File: src/design/rgb_led_time_mixer_unit_defines.svh
// Assertion macros used by the RGB LED time mixer core.
`ifndef RGB_LED_TIME_MIXER_UNIT_DEFINES_SVH
`define RGB_LED_TIME_MIXER_UNIT_DEFINES_SVH

// Checks that an expression holds at every clock edge outside of reset.
`define RLTM_ASSERT_ALWAYS(label, clk, rst_n, expr, msg) \
    label: assert property (@(posedge clk) disable iff (!(rst_n)) (expr)) else $error(msg);

// Checks that a consequent holds in the same cycle as its antecedent.
`define RLTM_ASSERT_IMPLIES(label, clk, rst_n, ante, cons, msg) \
    label: assert property (@(posedge clk) disable iff (!(rst_n)) (ante) |-> (cons)) \
        else $error(msg);

// Checks that a consequent holds in the cycle after its antecedent.
`define RLTM_ASSERT_NEXT(label, clk, rst_n, ante, cons, msg) \
    label: assert property (@(posedge clk) disable iff (!(rst_n)) (ante) |=> (cons)) \
        else $error(msg);

`endif

File: src/design/rltm_pkg.sv
// Package with the word types, request codes and helpers of the RGB LED time mixer.
`default_nettype none

package rltm_pkg;

    // Width of the phase times and of the countdown.
    localparam int TIME_BITS = 8;

    typedef enum logic [2:0] {
        REQ_TICK    = 3'd0,
        REQ_ON      = 3'd1,
        REQ_OFF     = 3'd2,
        REQ_MIX     = 3'd3,
        REQ_PRI_ON  = 3'd4,
        REQ_PRI_OFF = 3'd5
    } t_req_code;

    // Mix phase slots: dark first, then red, green and blue.
    typedef enum logic [1:0] {
        SLOT_DARK  = 2'd0,
        SLOT_RED   = 2'd1,
        SLOT_GREEN = 2'd2,
        SLOT_BLUE  = 2'd3
    } t_slot;

    typedef logic [TIME_BITS-1:0] t_time;

    typedef struct packed {
        logic [2:0] req_type;
        logic [7:0] red_value;
        logic [7:0] green_value;
        logic [7:0] blue_value;
        logic [7:0] dark_time;
    } t_in_word;

    typedef struct packed {
        logic pin_red;
        logic pin_green;
        logic pin_blue;
        logic priority_active;
        logic mixing;
    } t_out_word;

    // Fits an 8-bit request field to the time width, extending or truncating.
    function automatic t_time to_time(input logic [7:0] v);
        logic [TIME_BITS+7:0] w;
        w = {{TIME_BITS{1'b0}}, v};
        return w[TIME_BITS-1:0];
    endfunction

endpackage

`default_nettype wire

File: src/design/rltm_in_stage.sv
// Input register of the RGB LED time mixer.
`default_nettype none

module rltm_in_stage (
    input  wire                   i_clk,
    input  wire                   i_rst_n,
    input  wire                   i_in_valid,
    output logic                  o_in_ready,
    input  rltm_pkg::t_in_word    i_in_word,
    input  wire                   i_advance,
    output logic                  o_valid,
    output rltm_pkg::t_in_word    o_word
);

    logic               r_valid;
    rltm_pkg::t_in_word r_word;

    // The register may load whenever it is empty or its word moves on.
    assign o_in_ready = !r_valid || i_advance;
    assign o_valid    = r_valid;
    assign o_word     = r_word;

    always_ff @(posedge i_clk) begin
        if (!i_rst_n) begin
            r_valid <= 1'b0;
        end else if (o_in_ready) begin
            r_valid <= i_in_valid;
        end
    end

    always_ff @(posedge i_clk) begin
        if (i_in_valid && o_in_ready) begin
            r_word <= i_in_word;
        end
    end

endmodule

`default_nettype wire

File: src/design/rltm_core.sv
// Mixer state and the next-state logic for one request word.
`default_nettype none
`include "rgb_led_time_mixer_unit_defines.svh"

module rltm_core (
    input  wire                   i_clk,
    input  wire                   i_rst_n,
    input  wire                   i_fire,
    input  rltm_pkg::t_in_word    i_word,
    output rltm_pkg::t_out_word   o_result
);

    logic                  r_run;
    logic [1:0]            r_slot;
    rltm_pkg::t_time       r_countdown;
    rltm_pkg::t_time       r_times [4];
    logic [2:0]            r_saved;
    logic                  r_mix;
    logic                  r_on;
    logic                  r_pri;
    logic [2:0]            r_pins;

    logic                  n_run;
    logic [1:0]            n_slot;
    rltm_pkg::t_time       n_countdown;
    rltm_pkg::t_time       n_times [4];
    logic [2:0]            n_saved;
    logic                  n_mix;
    logic                  n_on;
    logic                  n_pri;
    logic [2:0]            n_pins;

    logic [2:0]            colours;
    rltm_pkg::t_time       restart_wait;
    logic [3:0]            nonzero;
    logic                  found;
    logic [1:0]            hit;
    logic [1:0]            probe;
    rltm_pkg::t_time       hit_time;

    assign colours = {i_word.blue_value[0], i_word.green_value[0], i_word.red_value[0]};

    // First slot with a nonzero time, searching cyclically from r_slot.
    always_comb begin
        for (int k = 0; k < 4; k++) begin
            nonzero[k] = (r_times[k] != '0);
        end
        found = 1'b0;
        hit   = r_slot;
        probe = r_slot;
        for (int j = 0; j < 4; j++) begin
            probe = r_slot + 2'(j);
            if (!found && nonzero[probe]) begin
                found = 1'b1;
                hit   = probe;
            end
        end
        hit_time = r_times[hit];
    end

    // A restart waits for the dark time, or a single tick when it is zero.
    assign restart_wait = (r_times[rltm_pkg::SLOT_DARK] == '0) ?
                          rltm_pkg::t_time'(1) : r_times[rltm_pkg::SLOT_DARK];

    always_comb begin
        n_run       = r_run;
        n_slot      = r_slot;
        n_countdown = r_countdown;
        n_times     = r_times;
        n_saved     = r_saved;
        n_mix       = r_mix;
        n_on        = r_on;
        n_pri       = r_pri;
        n_pins      = r_pins;

        unique case (rltm_pkg::t_req_code'(i_word.req_type))
            rltm_pkg::REQ_TICK: begin
                if (r_run) begin
                    if (r_countdown > rltm_pkg::t_time'(1)) begin
                        n_countdown = r_countdown - rltm_pkg::t_time'(1);
                    end else if (found) begin
                        n_countdown = hit_time;
                        n_slot      = hit + 2'd1;
                        if (hit == rltm_pkg::SLOT_DARK) begin
                            n_pins = 3'b000;
                        end else begin
                            n_pins  = 3'b001 << (hit - 2'd1);
                            n_saved = 3'b001 << (hit - 2'd1);
                            n_on    = 1'b1;
                        end
                    end else begin
                        n_pins      = 3'b000;
                        n_run       = 1'b0;
                        n_countdown = '0;
                        n_mix       = 1'b0;
                        n_on        = 1'b0;
                    end
                end
            end
            rltm_pkg::REQ_ON: begin
                if (!r_pri) begin
                    n_saved = colours;
                    n_pins  = colours;
                    n_on    = 1'b1;
                end
            end
            rltm_pkg::REQ_OFF: begin
                if (!r_pri) begin
                    n_run  = 1'b0;
                    n_on   = 1'b0;
                    n_mix  = 1'b0;
                    n_pins = 3'b000;
                end
            end
            rltm_pkg::REQ_MIX: begin
                if (!r_pri) begin
                    n_times[rltm_pkg::SLOT_RED]   = rltm_pkg::to_time(i_word.red_value);
                    n_times[rltm_pkg::SLOT_GREEN] = rltm_pkg::to_time(i_word.green_value);
                    n_times[rltm_pkg::SLOT_BLUE]  = rltm_pkg::to_time(i_word.blue_value);
                    n_times[rltm_pkg::SLOT_DARK]  = rltm_pkg::to_time(i_word.dark_time);
                    n_mix       = 1'b1;
                    n_on        = 1'b1;
                    n_run       = 1'b1;
                    n_slot      = rltm_pkg::SLOT_RED;
                    n_countdown = (rltm_pkg::to_time(i_word.dark_time) == '0) ?
                                  rltm_pkg::t_time'(1) :
                                  rltm_pkg::to_time(i_word.dark_time);
                end
            end
            rltm_pkg::REQ_PRI_ON: begin
                n_run  = 1'b0;
                n_pins = colours;
                n_pri  = 1'b1;
            end
            rltm_pkg::REQ_PRI_OFF: begin
                n_pri = 1'b0;
                if (r_on) begin
                    if (r_mix) begin
                        n_run       = 1'b1;
                        n_slot      = rltm_pkg::SLOT_RED;
                        n_countdown = restart_wait;
                    end else begin
                        n_pins = r_saved;
                    end
                end else begin
                    n_pins = 3'b000;
                end
            end
            default: begin
            end
        endcase
    end

    always_ff @(posedge i_clk) begin
        if (!i_rst_n) begin
            r_run       <= 1'b0;
            r_slot      <= rltm_pkg::SLOT_RED;
            r_countdown <= '0;
            for (int k = 0; k < 4; k++) begin
                r_times[k] <= '0;
            end
            r_saved     <= 3'b000;
            r_mix       <= 1'b0;
            r_on        <= 1'b0;
            r_pri       <= 1'b0;
            r_pins      <= 3'b000;
        end else if (i_fire) begin
            r_run       <= n_run;
            r_slot      <= n_slot;
            r_countdown <= n_countdown;
            r_times     <= n_times;
            r_saved     <= n_saved;
            r_mix       <= n_mix;
            r_on        <= n_on;
            r_pri       <= n_pri;
            r_pins      <= n_pins;
        end
    end

    assign o_result.pin_red         = n_pins[0];
    assign o_result.pin_green       = n_pins[1];
    assign o_result.pin_blue        = n_pins[2];
    assign o_result.priority_active = n_pri;
    assign o_result.mixing          = n_run;

    `RLTM_ASSERT_IMPLIES(a_run_has_flags, i_clk, i_rst_n, r_run, r_mix && r_on,
        "running mix without mix and on flags")
    `RLTM_ASSERT_IMPLIES(a_pri_stops_mix, i_clk, i_rst_n, r_pri, !r_run,
        "mix running while priority colours are held")
    `RLTM_ASSERT_IMPLIES(a_run_countdown, i_clk, i_rst_n, r_run, r_countdown != '0,
        "running mix with an empty countdown")
    `RLTM_ASSERT_NEXT(a_pri_on_sets, i_clk, i_rst_n,
        i_fire && (i_word.req_type == rltm_pkg::REQ_PRI_ON), r_pri,
        "priority request did not set the priority flag")

endmodule

`default_nettype wire

File: src/design/rltm_out_stage.sv
// Result register of the RGB LED time mixer.
`default_nettype none

module rltm_out_stage (
    input  wire                   i_clk,
    input  wire                   i_rst_n,
    input  wire                   i_fire,
    input  rltm_pkg::t_out_word   i_result,
    output logic                  o_advance,
    output logic                  o_out_valid,
    input  wire                   i_out_ready,
    output rltm_pkg::t_out_word   o_out_word
);

    logic                r_valid;
    rltm_pkg::t_out_word r_word;

    // A new result may enter when the register is empty or being read out.
    assign o_advance   = !r_valid || i_out_ready;
    assign o_out_valid = r_valid;
    assign o_out_word  = r_word;

    always_ff @(posedge i_clk) begin
        if (!i_rst_n) begin
            r_valid <= 1'b0;
        end else if (o_advance) begin
            r_valid <= i_fire;
        end
    end

    always_ff @(posedge i_clk) begin
        if (i_fire) begin
            r_word <= i_result;
        end
    end

endmodule

`default_nettype wire

File: src/design/rgb_led_time_mixer_unit.sv
// An accepted word waits in the input register until the result register has room.
// Throughput: one word per cycle; both registers advance together, gated by result ready.
// The mix state is updated once per word, in the cycle the word enters the result register.
// Reset (i_rst_n low at a clock edge) empties both registers, stops the mix, clears all
// flags, times and saved colours, and turns all three pins off.
`default_nettype none

module rgb_led_time_mixer_unit (
    input  wire                   i_clk,
    input  wire                   i_rst_n,
    input  wire                   i_in_valid,
    output logic                  o_in_ready,
    input  rltm_pkg::t_in_word    i_in_word,
    output logic                  o_out_valid,
    input  wire                   i_out_ready,
    output rltm_pkg::t_out_word   o_out_word
);

    // The input register holds one request word. When the result register can take
    // a word, the held request is applied to the mixer state and its result is
    // captured, so every request yields exactly one result word in order.
    logic                 in_valid;
    rltm_pkg::t_in_word   in_word;
    logic                 advance;
    logic                 fire;
    rltm_pkg::t_out_word  result;

    // A request is applied only when it is present and its result has room.
    assign fire = in_valid && advance;

    rltm_in_stage u_in_stage (
        .i_clk      (i_clk),
        .i_rst_n    (i_rst_n),
        .i_in_valid (i_in_valid),
        .o_in_ready (o_in_ready),
        .i_in_word  (i_in_word),
        .i_advance  (advance),
        .o_valid    (in_valid),
        .o_word     (in_word)
    );

    // The core holds the pins, flags, saved colours, mix times and countdown. Tick
    // words step the countdown; when it runs out the next slot with a nonzero time
    // is found by a four-way cyclic search and shown; if there is none, the mix stops.
    rltm_core u_core (
        .i_clk    (i_clk),
        .i_rst_n  (i_rst_n),
        .i_fire   (fire),
        .i_word   (in_word),
        .o_result (result)
    );

    rltm_out_stage u_out_stage (
        .i_clk       (i_clk),
        .i_rst_n     (i_rst_n),
        .i_fire      (fire),
        .i_result    (result),
        .o_advance   (advance),
        .o_out_valid (o_out_valid),
        .i_out_ready (i_out_ready),
        .o_out_word  (o_out_word)
    );

endmodule

`default_nettype wire

File: config.mk
export PLATFORM = sky130hd
export DESIGN_NAME = rgb_led_time_mixer_unit
export DESIGN_NICKNAME = d
export VERILOG_FILES = /design/src/design/rltm_pkg.sv /design/src/design/rltm_in_stage.sv /design/src/design/rltm_core.sv /design/src/design/rltm_out_stage.sv /design/src/design/rgb_led_time_mixer_unit.sv
export VERILOG_INCLUDE_DIRS = /design/src /design/src/design
export SDC_FILE = /design/constraint.sdc
export NUM_CORES = 1
export LEC_CHECK = 0
export ABC_AREA = 1
export BUFFER_PORTS_ARGS = -buffer_cell sky130_fd_sc_hd__buf_2
export CAP_MARGIN = 15
export CORE_ASPECT_RATIO = 1.5
export CORE_MARGIN = 1.5
export CORE_UTILIZATION = 45
export CTS_BUF_LIST = sky130_fd_sc_hd__clkbuf_4 sky130_fd_sc_hd__clkbuf_8
export CTS_CLUSTER_SIZE = 28
export DETAILED_ROUTE_END_ITERATION = 7
export PLACE_DENSITY = 0.65
export SETUP_SLACK_MARGIN = 0.4
export SLEW_MARGIN = 20
export SYNTH_ARGS = -nofsm -noshare
export SYNTH_HDL_FRONTEND = slang
export SYNTH_SLANG_ARGS = --single-unit
File: constraint.sdc
create_clock -name i_clk -period 2.88 [get_ports i_clk]
set_input_delay 0.144 -clock i_clk [delete_from_list [all_inputs] [get_ports i_clk]]
set_output_delay 0.144 -clock i_clk [all_outputs]
set_load 0.005 [all_outputs]
==> results.sh <==
export IMPL_drtIter0Drc=259
export IMPL_syn_avg_cell_area_sq_um=7.70
export IMPL_relSlewSlack=0.353
export IMPL_final_common_cell="nand2_1"
export IMPL_skew_ns=0.0101
export IMPL_nets=753
export IMPL_top_level_ports=46
export IMPL_clkTransAtPathRegs_ns=0.10
export IMPL_syn_to_final_growth_pct=22.6
export IMPL_grt_max_degree=40
export IMPL_reg2reg_depth=17
export IMPL_tightest_slew_ns=0.969
export IMPL_rows=46
export IMPL_io_buffers=45
export IMPL_drtPass1Iterations=5
export IMPL_synth_fp_nets=668
export IMPL_post_route_period_util=0.816
export IMPL_die_h_microns=130
export IMPL_path_cells="nor2_1 -> nand2_1 -> nor2_4 -> nand2_2 -> nand3_1 -> o21ai_2 -> nand3_4 -> clkinv_1 -> nand2_1 -> nand2_2 -> ha_1 -> nand2_1 -> o21ai_0 -> nand2_1 -> nand3_1 -> o21ai_1 -> inv_1"
export IMPL_synthCells=625
export IMPL_start_util=0.460
export IMPL_htree_levels=3
export IMPL_worstSetupStartpointType="flip-flop"
export IMPL_maxSlewViolCount=0
export IMPL_worstSetupPathType="reg -> reg"
export IMPL_crit_path_end="u_core.r_pins[1]"
export IMPL_ys_warn_count=0
export IMPL_dp_hpwl_microns=8940
export IMPL_die_x_microns=87.4
export IMPL_clock_sinks=94
export IMPL_r2r_end="u_core.r_pins[1]"
export IMPL_crit_required_ns=3.15
export IMPL_vdd_drop_max_uv=326
export IMPL_synth_edff_count=40
export IMPL_vias=4579
export IMPL_synth_seq_area_share=0.474
export IMPL_drive_gt1_frac=0.192
export IMPL_end_kind="flip-flop"
export IMPL_crit_top_cell="nand2_1"
export IMPL_synth_seq_cells=94
export IMPL_critical_path_max_stage_delay_ns=0.35
export IMPL_outcome="completed"
export IMPL_drc=0
export IMPL_leakage_nw=2.59
export IMPL_critPathArrivalTime_ns=2.63
export IMPL_clk_insertion_delay_late_ns=0.37
export IMPL_wl_per_cell_microns=14.7
export IMPL_pwr_density_cell_nw_per_um2=526
export IMPL_grt_pass1_wl_microns=20300
export IMPL_cp_depth=17
export IMPL_clock_root_buffer="clkbuf_8"
export IMPL_rrSetupSlack_ns=0.53
export IMPL_gp_congestion=0.899
export IMPL_cts_buffers=9
export IMPL_overflow=0
export IMPL_mostFrequentLayoutCells="159 x nand2_1, 97 x nor2_1, 55 x o21ai_0"
export IMPL_grt_pass1_vias=4474
export IMPL_setup_tns_ns=0
export IMPL_n_antenna_cell=0
export IMPL_antenna_found_initial=0
export IMPL_cap_violations=0
export IMPL_grt_setup_unrepaired="yes"
export IMPL_hold_viol=0
export IMPL_core_area_sq_um=10500
export IMPL_hold_worst_slack_ns=0.0307
export IMPL_syn_area_sq_um=4810
export IMPL_timing_rr_start="u_core.r_times[30]"
export IMPL_track_usage=0.232
export IMPL_slowest_stage="dfxtp_1"
export IMPL_async_flop_share=0
export IMPL_ys_types=40
export IMPL_hold_path_class="in -> reg"
export IMPL_path_max_fanout=6
export IMPL_cts_tree="built"
export IMPL_fin_crit_ns=2.35
export IMPL_crit_family="simple AND/OR/NAND/NOR gates"
export IMPL_timing_fmax_ghz=0.425
export IMPL_worstSetupStartpoint="u_core.r_times[30]"
export IMPL_clock_path_buffers=2
export IMPL_avgViaCountPerCell=5.33
export IMPL_path_buf_inv=2
export IMPL_drt_total_wl_microns=12700
export IMPL_die_area_sq_um=11300
export IMPL_final_antenna_net_count=0
export IMPL_setup_violations_final=0
export IMPL_dominantRegCellSynth="dfxtp_1"
tightest hold or removal path, stage by stage:
cell and delay (ns):
buf_2 0.09, nand2_1 0.07, a21oi_1 0.06
registers in the layout, summed over array words and instances, names as in the netlist, 2 cells and up:
register,count
u_in_stage.o_word,35
u_core.r_times,32
u_core.r_countdown,8
u_out_stage.o_out_word,5
u_core.r_pins,3
u_core.r_saved,3
u_core.r_slot,2
cells in the mapped netlist, types with 3 or more instances:
cell type    n  area, sq um
a21oi_1     26          130
edfxtp_1    40         1200
nor3_1       4         20.0
nor2_1     102          383
buf_4        3         22.5
inv_1       42          158
nand2_2      3         18.8
a311oi_1     3         26.3
xnor2_1      3         26.3
nand4_1      6         37.5
nand3_1     44          220
buf_6        3         33.8
dfxtp_1     54         1080
ha_1         4         50.1
a221oi_1     7         61.3
clkbuf_1    12         45.0
nand2_1    170          638
a211oi_1     4         30.0
nand3_2     11          110
o21ai_0     56          280
cell families (layout without fill, tap and decap cells):
| group | count (synthesis) | after routing | synth area share |
|---|---|---|---|
| AOI/OAI and AO/OA | 104 | 104 | 0.123 |
| xor gates and xnor gates | 5 | 5 | 0.0130 |
| adders and majority gates | 4 | 4 | 0.0104 |
| buffers and inverters | 68 | 158 | 0.0606 |
| DFF | 94 | 94 | 0.474 |
| and+or+nand+nor | 350 | 350 | 0.318 |
power breakdown:
part	leakage (nW)	internal [W]	switching, W	total (W)
Sequential	0.833	0.00145	0.0000468	0.00150
Combinational	1.65	0.000255	0.000437	0.000692
Clock	0.105	0.000431	0.000484	0.000915
Total	2.59	0.00214	0.000967	0.00311
routing by layer:
metal  share of wire  global-route usage
met1            0.37               0.240
met2            0.53               0.416
met3           0.039              0.0452
met4           0.058               0.153
met5               0                   0
how the worst min path moves through the flow:
stage                        from               endpoint  slack, ns  cells past startpoint
global placement     i_in_word[9]   u_in_stage.o_word[9]       0.32                      1
floorplan            i_in_word[0]   u_in_stage.o_word[0]       0.24                      0
CTS                    i_in_valid     u_in_stage.o_valid       0.02                      3
global route           i_in_valid     u_in_stage.o_valid       0.03                      3
detailed placement  i_in_word[17]  u_in_stage.o_word[17]       0.32                      1
finish                 i_in_valid     u_in_stage.o_valid       0.03                      3
stage by stage:
stage | area (sq um) | utilization | instances | power [W] | setup WS [ns]
after CTS | 5760 | 0.550 | 856 | 0.00305 | 0.416
after detailed placement | 5200 | 0.497 | 805 | 0.00210 | 0.330
after floorplan | 4810 | - | 625 | 0.00195 | 0.656
final | 5900 | 0.563 | 859 | 0.00311 | 0.530
after global routing | 5900 | 0.563 | 859 | 0.00325 | 0.284
after global placement | 5200 | 0.497 | 805 | 0.00209 | 0.462
what timing repair did:
action | in CTS | in global routing
pin swaps | 0 | 10
buffers inserted | 0 | 3
endpoints found under the hold margin | 35 | 0
resized for setup | 3 | 37
hold buffers | 35 | 0
endpoints found under the setup margin | 10 | 40
cloned | 0 | 0
area by class of cell:
class | count | area [sq um]
clock buffers | 10 | 138
fillers | 993 | 4580
well taps | 144 | 180
inverters | 46 | 175
repair buffers | 96 | 712
clock inverters | 6 | 67.6
flip-flops and latches | 94 | 2300
multi-input cells | 463 | 2330
No activity file was read; power rests on OpenSTA's default activity.
